<file path="src/u8e_pkg.sv">
// Shared types and constants for the UTF-8 code point encoder.
// Used by the classify, format and serializer stages and the top level.
package u8e_pkg;

  localparam int CpW      = 32;
  localparam int ValW     = 31;
  localparam int ByteW    = 8;
  localparam int MaxBytes = 6;
  localparam int LenW     = 3;
  localparam int RunW     = MaxBytes * ByteW;

  // classified code point: error flag, run length, value
  typedef struct packed {
    logic            err;
    logic [LenW-1:0] len;
    logic [ValW-1:0] value;
  } cls_t;

  // formatted run: byte 0 (lead) in the low bits
  typedef struct packed {
    logic            err;
    logic [LenW-1:0] cnt;
    logic [RunW-1:0] bytes;
  } fmt_t;

endpackage

</file>
<file path="src/utf8_code_point_encoder_core.sv">
// Top level of the UTF-8 code point encoder (31-bit form, one to six bytes).
// Depends on u8e_pkg, u8e_classify, u8e_format and u8e_serial.
//
// Input channel: in_code_point with in_valid / in_stall; one code point per beat.
// Output channel: out_byte, out_last, out_error with out_valid / out_stall;
// one encoded byte per beat, lead byte first, out_last on the final byte of a run.
// A code point of 2^31 or more yields one beat with out_error = 1, out_byte = 0
// and out_last = 1.
//
// Three register stages: classify (range check, run length), format (lead and
// trailer bytes built in parallel) and serializer (shift register, one byte out
// per cycle unless out_stall is high). An item's first byte is offered once it
// has passed all three registers. The serializer sets throughput: it keeps a run
// until its final byte leaves and loads the next run in that cycle, so one-byte
// code points flow at one per cycle unless stalled; an n-byte one holds it for n bytes.
//
// Reset (rst_n low, synchronous) empties all stages; no output beat follows.
// When out_stall is high the current byte holds and, once every stage is full,
// in_stall rises; nothing is dropped or repeated.
module utf8_code_point_encoder_core
  import u8e_pkg::*;
(
  input  logic             clk,
  input  logic             rst_n,
  input  logic             in_valid,
  input  logic [CpW-1:0]   in_code_point,
  output logic             in_stall,
  output logic             out_valid,
  output logic [ByteW-1:0] out_byte,
  output logic             out_last,
  output logic             out_error,
  input  logic             out_stall
);

  logic cls_valid;
  cls_t cls_data;
  logic cls_stall;
  logic fmt_valid;
  fmt_t fmt_data;
  logic fmt_stall;

  u8e_classify u_classify (
    .clk          (clk),
    .rst_n        (rst_n),
    .up_valid     (in_valid),
    .up_code_point(in_code_point),
    .up_stall     (in_stall),
    .dn_valid     (cls_valid),
    .dn_data      (cls_data),
    .dn_stall     (cls_stall)
  );

  u8e_format u_format (
    .clk     (clk),
    .rst_n   (rst_n),
    .up_valid(cls_valid),
    .up_data (cls_data),
    .up_stall(cls_stall),
    .dn_valid(fmt_valid),
    .dn_data (fmt_data),
    .dn_stall(fmt_stall)
  );

  u8e_serial u_serial (
    .clk      (clk),
    .rst_n    (rst_n),
    .up_valid (fmt_valid),
    .up_data  (fmt_data),
    .up_stall (fmt_stall),
    .out_valid(out_valid),
    .out_byte (out_byte),
    .out_last (out_last),
    .out_error(out_error),
    .out_stall(out_stall)
  );

endmodule

</file>
<file path="src/u8e_classify.sv">
// Stage 1: captures the code point, flags out-of-range values and sizes the run.
// Depends on u8e_pkg.
module u8e_classify
  import u8e_pkg::*;
(
  input  logic           clk,
  input  logic           rst_n,
  input  logic           up_valid,
  input  logic [CpW-1:0] up_code_point,
  output logic           up_stall,
  output logic           dn_valid,
  output cls_t           dn_data,
  input  logic           dn_stall
);

  logic            valid_r;
  cls_t            data_r;
  cls_t            data_nxt;
  logic [LenW-1:0] len_nxt;

  always_comb begin
    if (up_code_point < 32'h0000_0080) begin
      len_nxt = 3'd1;
    end else if (up_code_point < 32'h0000_0800) begin
      len_nxt = 3'd2;
    end else if (up_code_point < 32'h0001_0000) begin
      len_nxt = 3'd3;
    end else if (up_code_point < 32'h0020_0000) begin
      len_nxt = 3'd4;
    end else if (up_code_point < 32'h0400_0000) begin
      len_nxt = 3'd5;
    end else begin
      len_nxt = 3'd6;
    end
    data_nxt.err   = up_code_point[CpW-1];
    data_nxt.len   = up_code_point[CpW-1] ? 3'd1 : len_nxt;
    data_nxt.value = up_code_point[ValW-1:0];
  end

  assign up_stall = valid_r & dn_stall;

  always_ff @(posedge clk) begin
    if (!rst_n) begin
      valid_r <= 1'b0;
    end else if (!up_stall) begin
      valid_r <= up_valid;
    end
  end

  always_ff @(posedge clk) begin
    if (!up_stall) begin
      data_r <= data_nxt;
    end
  end

  assign dn_valid = valid_r;
  assign dn_data  = data_r;

endmodule

</file>
<file path="src/u8e_format.sv">
// Stage 2: builds the lead byte and all trailer bytes of one run in parallel.
// Depends on u8e_pkg.
module u8e_format
  import u8e_pkg::*;
(
  input  logic clk,
  input  logic rst_n,
  input  logic up_valid,
  input  cls_t up_data,
  output logic up_stall,
  output logic dn_valid,
  output fmt_t dn_data,
  input  logic dn_stall
);

  logic                  valid_r;
  fmt_t                  data_r;
  fmt_t                  data_nxt;
  logic [ByteW-1:0]      lead;
  logic [ByteW-1:0]      trail [MaxBytes-1];
  logic [ValW-1:0]       v;

  assign v = up_data.value;

  // trail[k] carries value bits [6k+5:6k]
  always_comb begin
    for (int k = 0; k < MaxBytes - 1; k++) begin
      trail[k] = {2'b10, v[6*k +: 6]};
    end
  end

  always_comb begin
    lead           = '0;
    data_nxt.bytes = '0;
    case (up_data.len)
      3'd1: begin
        lead           = {1'b0, v[6:0]};
        data_nxt.bytes = {40'd0, lead};
      end
      3'd2: begin
        lead           = {3'b110, v[10:6]};
        data_nxt.bytes = {32'd0, trail[0], lead};
      end
      3'd3: begin
        lead           = {4'b1110, v[15:12]};
        data_nxt.bytes = {24'd0, trail[0], trail[1], lead};
      end
      3'd4: begin
        lead           = {5'b11110, v[20:18]};
        data_nxt.bytes = {16'd0, trail[0], trail[1], trail[2], lead};
      end
      3'd5: begin
        lead           = {6'b111110, v[25:24]};
        data_nxt.bytes = {8'd0, trail[0], trail[1], trail[2], trail[3], lead};
      end
      3'd6: begin
        lead           = {7'b1111110, v[30]};
        data_nxt.bytes = {trail[0], trail[1], trail[2], trail[3], trail[4], lead};
      end
      default: begin
        lead           = '0;
        data_nxt.bytes = '0;
      end
    endcase
    if (up_data.err) begin
      data_nxt.bytes = '0;
    end
    data_nxt.err = up_data.err;
    data_nxt.cnt = up_data.len;
  end

  assign up_stall = valid_r & dn_stall;

  always_ff @(posedge clk) begin
    if (!rst_n) begin
      valid_r <= 1'b0;
    end else if (!up_stall) begin
      valid_r <= up_valid;
    end
  end

  always_ff @(posedge clk) begin
    if (!up_stall) begin
      data_r <= data_nxt;
    end
  end

  assign dn_valid = valid_r;
  assign dn_data  = data_r;

endmodule

</file>
<file path="src/u8e_serial.sv">
// Stage 3: holds one formatted run and shifts it out one byte per beat.
// Depends on u8e_pkg.
module u8e_serial
  import u8e_pkg::*;
(
  input  logic             clk,
  input  logic             rst_n,
  input  logic             up_valid,
  input  fmt_t             up_data,
  output logic             up_stall,
  output logic             out_valid,
  output logic [ByteW-1:0] out_byte,
  output logic             out_last,
  output logic             out_error,
  input  logic             out_stall
);

  logic            valid_r;
  logic            valid_nxt;
  logic [RunW-1:0] sh_r;
  logic [RunW-1:0] sh_nxt;
  logic [LenW-1:0] cnt_r;
  logic [LenW-1:0] cnt_nxt;
  logic            err_r;
  logic            err_nxt;
  logic            fire;
  logic            last;

  assign last     = (cnt_r == 3'd1);
  assign fire     = valid_r & ~out_stall;
  // take a new run when empty or when the final byte leaves this cycle
  assign up_stall = valid_r & ~(fire & last);

  always_comb begin
    valid_nxt = valid_r;
    sh_nxt    = sh_r;
    cnt_nxt   = cnt_r;
    err_nxt   = err_r;
    if (!up_stall) begin
      valid_nxt = up_valid;
      sh_nxt    = up_data.bytes;
      cnt_nxt   = up_data.cnt;
      err_nxt   = up_data.err;
    end else if (fire) begin
      sh_nxt  = {{ByteW{1'b0}}, sh_r[RunW-1:ByteW]};
      cnt_nxt = cnt_r - 3'd1;
    end
  end

  always_ff @(posedge clk) begin
    if (!rst_n) begin
      valid_r <= 1'b0;
    end else begin
      valid_r <= valid_nxt;
    end
  end

  always_ff @(posedge clk) begin
    sh_r  <= sh_nxt;
    cnt_r <= cnt_nxt;
    err_r <= err_nxt;
  end

  assign out_valid = valid_r;
  assign out_byte  = sh_r[ByteW-1:0];
  assign out_last  = last;
  assign out_error = err_r;

endmodule

</file>
<file path="config.mk">
export PLATFORM = sky130hd
export DESIGN_NAME = utf8_code_point_encoder_core
export DESIGN_NICKNAME = d
export VERILOG_FILES = /design/src/u8e_pkg.sv /design/src/utf8_code_point_encoder_core.sv /design/src/u8e_classify.sv /design/src/u8e_format.sv /design/src/u8e_serial.sv
export SDC_FILE = /design/constraint.sdc
export NUM_CORES = 1
export LEC_CHECK = 0
export ABC_AREA = 1
export BUFFER_PORTS_ARGS = -buffer_cell sky130_fd_sc_hd__buf_2
export CORE_MARGIN = 2
export CORE_UTILIZATION = 55
export CTS_CLUSTER_SIZE = 16
export DETAILED_ROUTE_END_ITERATION = 8
export PLACE_DENSITY = 0.78
export SYNTH_ARGS = -nofsm -noshare
export SYNTH_HDL_FRONTEND = slang
export SYNTH_HIERARCHICAL = 1
export SYNTH_SLANG_ARGS = --single-unit
</file>
<file path="constraint.sdc">
create_clock -name clk -period 4.71 [get_ports clk]
set_clock_uncertainty 0.1 [all_clocks]
set_input_delay 0.471 -clock clk [delete_from_list [all_inputs] [get_ports clk]]
set_output_delay 0.471 -clock clk [all_outputs]
set_load 0.03 [all_outputs]
</file>
# Word level (Yosys, flattened, before mapping)
# Index checks and enable logic that the tools add are counted.
[totals] register_bits=142 latch_bits=0 mem_bits_rw=0 rom_bits=0 inputBits=36 out_inout_bits=12 elab_cells=45 memories=0
[op_classes] add_sub_neg=1 mul=0 div_mod_pow=0 order_cmp=5 eq_ne=8 n_shift=0 muxes=9 n_bitwise=7 n_reduce_logical=2
[op_table] op="48-bit case mux with 6 select lines" n=1
[op_table] op="48-bit two-way mux" n=2
[op_table] op="32-bit by 12-bit less-than comparator with 1-bit output (second input constant)" n=1
[op_table] op="32-bit by 17-bit less-than comparator with 1-bit output (second input constant)" n=1
[op_table] op="32-bit by 22-bit less-than comparator with 1-bit output (second input constant)" n=1
[op_table] op="32-bit by 27-bit less-than comparator with 1-bit output (second input constant)" n=1
[op_table] op="32-bit by 8-bit less-than comparator with 1-bit output (second input constant)" n=1
[op_table] op="3-bit equality test (second input constant)" n=3
[op_table] op="2-bit two-way mux" n=4
[op_table] op="3-bit by 1-bit equality test with 1-bit output (second input constant)" n=2
[op_table] op="3-bit by 2-bit equality test with 1-bit output (second input constant)" n=2
[op_table] op="3-bit two-way mux" n=2
[op_table] op="1-bit AND" n=5
[op_table] op="4-bit OR reduction" n=1
[op_table] op="3-bit by 1-bit subtractor with 3-bit output (second input constant)" n=1
[op_table] op="2-bit by 1-bit != test with 1-bit output (second input constant)" n=1
[op_table] op="1-bit inverter" n=2
[op_table] op="2-bit OR reduction" n=1

# Logic depth before layout (Yosys ltp)
[depth] word_depth=7 depth_mapped=11 depth_no_buf=10

# Cells and area by module
# Netlist, hierarchy kept.
[modules_own_cells] module="u8e_format" instances=1 cells_per_inst=300 area_per_inst_um2=2602.5 seq_area_each_um2=1401.3
[modules_own_cells] module="u8e_serial" instances=1 cells_per_inst=236 area_per_inst_um2=2454.9 seq_area_each_um2=1581.5
[modules_own_cells] module="u8e_classify" instances=1 cells_per_inst=78 area_per_inst_um2=1261.2 seq_area_each_um2=1071.0

# Worst setup path before layout
# Ideal clock, no wire load.
[synth_timing] kind="register to output" from="register u_serial.cnt_r[1]" to="output port in_stall" arrival_time_ns=3.362 t_required_ns=4.139 path_slack_ns=0.777 stages_incl_launch_ff=11 n_path_buf=1 cell_sequence="edfxtp_1 inv_1 ha_1 nand2_1 nand2_4 nand2_8 buf_6 nand2_1 inv_1 nand2_1 inv_1"
[synth_between] elab_chain_len=6
[synth_rtl] element="start: declaration" line_no="u8e_serial.sv:22" source="logic [LenW-1:0] cnt_r;"
[synth_rtl] element="start signal: assignment" line_no="u8e_serial.sv:60" source="cnt_r <= cnt_nxt;"
[synth_rtl] element="3-bit by 1-bit equality test with 1-bit output" line_no="u8e_serial.sv:29" source="assign last = (cnt_r == 3'd1);"
[synth_rtl] element="1-bit AND" line_no="u8e_serial.sv:32" source="assign up_stall = valid_r & ~(fire & last);"
[synth_rtl] element="1-bit inverter" line_no="u8e_serial.sv:32"
[synth_rtl] element="1-bit AND" line_no="u8e_serial.sv:32"
[synth_rtl] element="named net fmt_stall" line_no="utf8_code_point_encoder_core.sv:40" source="logic fmt_stall;"
[synth_rtl] element="1-bit AND" line_no="u8e_format.sv:72" source="assign up_stall = valid_r & dn_stall;"
[synth_rtl] element="named net cls_stall" line_no="utf8_code_point_encoder_core.sv:37" source="logic cls_stall;"
[synth_rtl] element="1-bit AND" line_no="u8e_classify.sv:40" source="assign up_stall = valid_r & dn_stall;"
[synth_rtl] element="end: declaration" line_no="utf8_code_point_encoder_core.sv:27" source="output logic in_stall,"
# The timed path passes the listed nets, and every way through them passes these cells.

# Final worst setup path
# Same ends and word-level chain as after synthesis.

==> impl_metrics.py <==
metrics = {
    "outcome": {
        "status": "finished clean",
    },
    "synth": {
        "synth-async-reset-ratio": 0,
        "synth_top_area_frac": 0.632,
        "ys_ff_latch": 136,
        "synth_flop_cell": "edfxtp_1",
        "synth_edf_count": 133,
        "synth_xor_area_frac": 0.00139,
        "synthSimpleGateAreaFrac": 0.241,
        "synth_area_per_cell_sq_um": 10.3,
        "synth_area_sq_um": 6320,
        "yosys.area_share.adder": 0.00396,
        "synth_cell_types": 33,
        "netlist_instances": 614,
        "yosysMostFrequentCell": "nand2_1",
        "synth_top_family_by_area": "simple AND/OR/NAND/NOR gates",
        "synth-compound-area-share": 0.0325,
        "muxShareOfSynthArea": 0,
        "yosys.area.top_type": "edfxtp_1",
        "seq_area_frac_synth": 0.642,
        "synth.area.top_cells": "edfxtp_1, nand2_1, nand3_1",
        "yosys_warnings": 6,
        "yosys-top-cells-count": "nand2_1, edfxtp_1, nand3_1",
    },
    "worst_setup_path": {
        "path_cells": "inv_1 -> ha_1 -> nand2_1 -> nand2_4 -> nand2_8 -> nand2_2 -> inv_1 -> nand2_1 -> buf_4 -> inv_1 -> buf_2",
        "path_class": "flop to output pin",
        "worstPathRequired_ns": 4.14,
        "critPathMaxFanout": 53,
        "crit_family": "simple AND/OR/NAND/NOR gates",
        "rrSetupSlack_ns": 2.10,
        "startpoint_type": "flop",
        "crit_top_cell": "inv_1",
        "cpPeakStageDelay_ns": 0.39,
        "worstSetupEndpointType": "output pin",
        "crit_path_top_delay_cell": "nand2_4",
        "cp.arrival_ns": 2.82,
        "path_buf_inv": 5,
    },
    "layout": {
        "fin_util": 0.629,
        "areaGrowthSynthToFinish_pct": 12.7,
        "drive_above_1_share": 0.156,
        "diodes": 0,
        "finalNonFillerCells": 802,
        "fin_nets": 684,
        "n_fill_cell": 884,
    },
    "job": {
        "cap_violations": 0,
    },
    "sta": {
        "drv_slew": 0,
        "hold_violations": 0,
        "period_share": 0.721,
        "max-slew-margin-rel": 0.320,
        "fin_setup_tns_ns": 0,
        "tightest_slew_ns": 1.02,
        "rsz0062_at_grt": "false",
        "setup_viol": 0,
        "finalCriticalPeriod_ns": 3.39,
        "max_freq_mhz": 295,
    },
    "place": {
        "port-buffer-count": 47,
        "detailed_place_hpwl_um": 8210,
        "gp_congestion": 0.912,
        "dp.cells": 770,
    },
    "global_route": {
        "grt_overflow": 0,
        "grt_pass1_wl_um": 21100,
        "grt_max_degree": 96,
        "grt_pass1_vias": 4236,
        "grt_usage": 0.220,
        "antenna_found_initial": 0,
    },
    "hold_path": {
        "hold_path.class": "input pin to flop",
    },
    "cts": {
        "htreeDepth": 4,
        "clk-insertion-delay-late_ns": 0.42,
        "cts_tree": "done",
        "hold_buffers": 0,
        "clock_path_buffers": 2,
        "cts_buffers": 17,
        "cts_sinks": 136,
        "clk_pin_slew_ns": 0.06,
        "clock-root-buffer": "clkbuf_16",
        "post_cts_buffers": 0,
        "cts_resized": 0,
    },
    "drt": {
        "routedWlPerCell_um": 16.1,
        "antenna_left": 0,
        "via_per_inst": 5.45,
        "drc_errors": 0,
        "drt-total-wl_um": 12900,
        "dr_total_vias": 4372,
        "drtPass1Iterations": 6,
        "drt_iter0_markers": 533,
    },
    "power_and_ir_drop": {
        "p_per_area_nw_per_um2": 461,
        "comb_power_share": 0.100,
        "internal-power_mw": 2.48,
        "seq_power_share": 0.474,
        "vdd_drop_max_mv": 0.254,
        "clkPwrFrac": 0.426,
        "swShare": 0.245,
        "leakage_nw": 3.19,
        "p_sw_mw": 0.806,
    },
    "floorplanning": {
        "fp-row-count": 39,
        "fp.dieArea_sq_um": 12400,
        "core_sq_um": 11300,
        "boundaryPins": 48,
        "floorplan.initialDensity": 0.558,
        "die_w_um": 111,
        "die_height_um": 111,
    },
}
==> final cells by class <==
class / count / area [sq um] / area share
clock buffers: 18 / 429 / 0.0603
repair buffers: 52 / 273 / 0.0383
clock inverters: 14 / 195 / 0.0274
inverters: 55 / 209 / 0.0293
multi-input cells: 384 / 1780 / 0.250
well taps: 143 / 179 / 0.0251
flip-flops and latches: 136 / 4050 / 0.569
==> through the flow <==
stage               instance area (sq um)  total power, mW  hold WS (ns)  setup slack, ns
finish                               7120             3.29         0.126             1.32
global route                         7120             3.41         0.109             1.07
CTS                                  7120             3.30         0.113             1.28
detailed placement                   6500             1.90         0.311             1.74
global placement                     6500             1.89         0.304             1.80
floorplan                            6330             1.84         0.300            0.777
==> kinds of logic after synthesis <==
family | after synthesis
AOI/OAI and AO/OA | 37
xor gates and xnor gates | 1
adders and majority gates | 2
buffers and inverters | 98
DFF | 136
other | 1
and+or+nand+nor | 339
==> per-layer routing <==
metal	wire, um	global-route usage	vias to the layer above
li1	-	-	2124
met3	758	0.0514	39
met2	5960	0.337	182
met4	448	0.114	0
met1	5710	0.296	2027
met5	0	0	-
==> worst reg2reg max path, cell delays in order (launching register included) <==
cell and delay, ns:
edfxtp_1 0.36, inv_1 0.09, ha_1 0.14, nand2_1 0.09, nand2_4 0.39, nand2_8 0.32, nand2_2 0.20, inv_1 0.07
nand2_1 0.06, buf_4 0.37, inv_1 0.11, o21a_1 0.19
==> power groups by stage <==
stage / combinational (mW) / clock (mW) / sequential [mW]
after floorplan: 0.277 / 0 / 1.56
after global placement: 0.315 / 0 / 1.58
after detailed placement: 0.323 / 0 / 1.58
after CTS: 0.326 / 1.41 / 1.56
after global routing: 0.363 / 1.47 / 1.57
final: 0.327 / 1.40 / 1.56
==> path summary, 6_finish.rpt <==
path                         from                     to  depth (start not counted)
min reg2reg  u_format/dn_data[51]     u_serial/out_error                          0
max             u_serial/cnt_r[1]               in_stall                         11
min              in_code_point[2]  u_classify/dn_data[2]                          1
max reg2reg     u_serial/cnt_r[1]    u_classify/dn_valid                         11
==> cell usage in the layout, fill, tap and decap left out, types with 7 or more instances in the layout <==
cell type,synthesis,layout
o21ai_0,14,14
o21ai_1,8,8
a21oi_1,7,7
nand4_1,16,16
clkbuf_16,0,17
edfxtp_1,133,133
nand3_1,85,85
inv_1,51,51
nor2_1,63,63
nand2_1,154,153
buf_2,14,47
==> state kept, by name (all words and copies together) (netlist names) <==
signal,cells
u_serial/cnt_r,3
u_format/dn_data,46
u_serial/out_valid,1
u_serial/out_error,1
u_classify/dn_valid,1
u_serial/sh_r,48
u_format/dn_valid,1
u_classify/dn_data,35
Power figures use the tool's default switching activity.
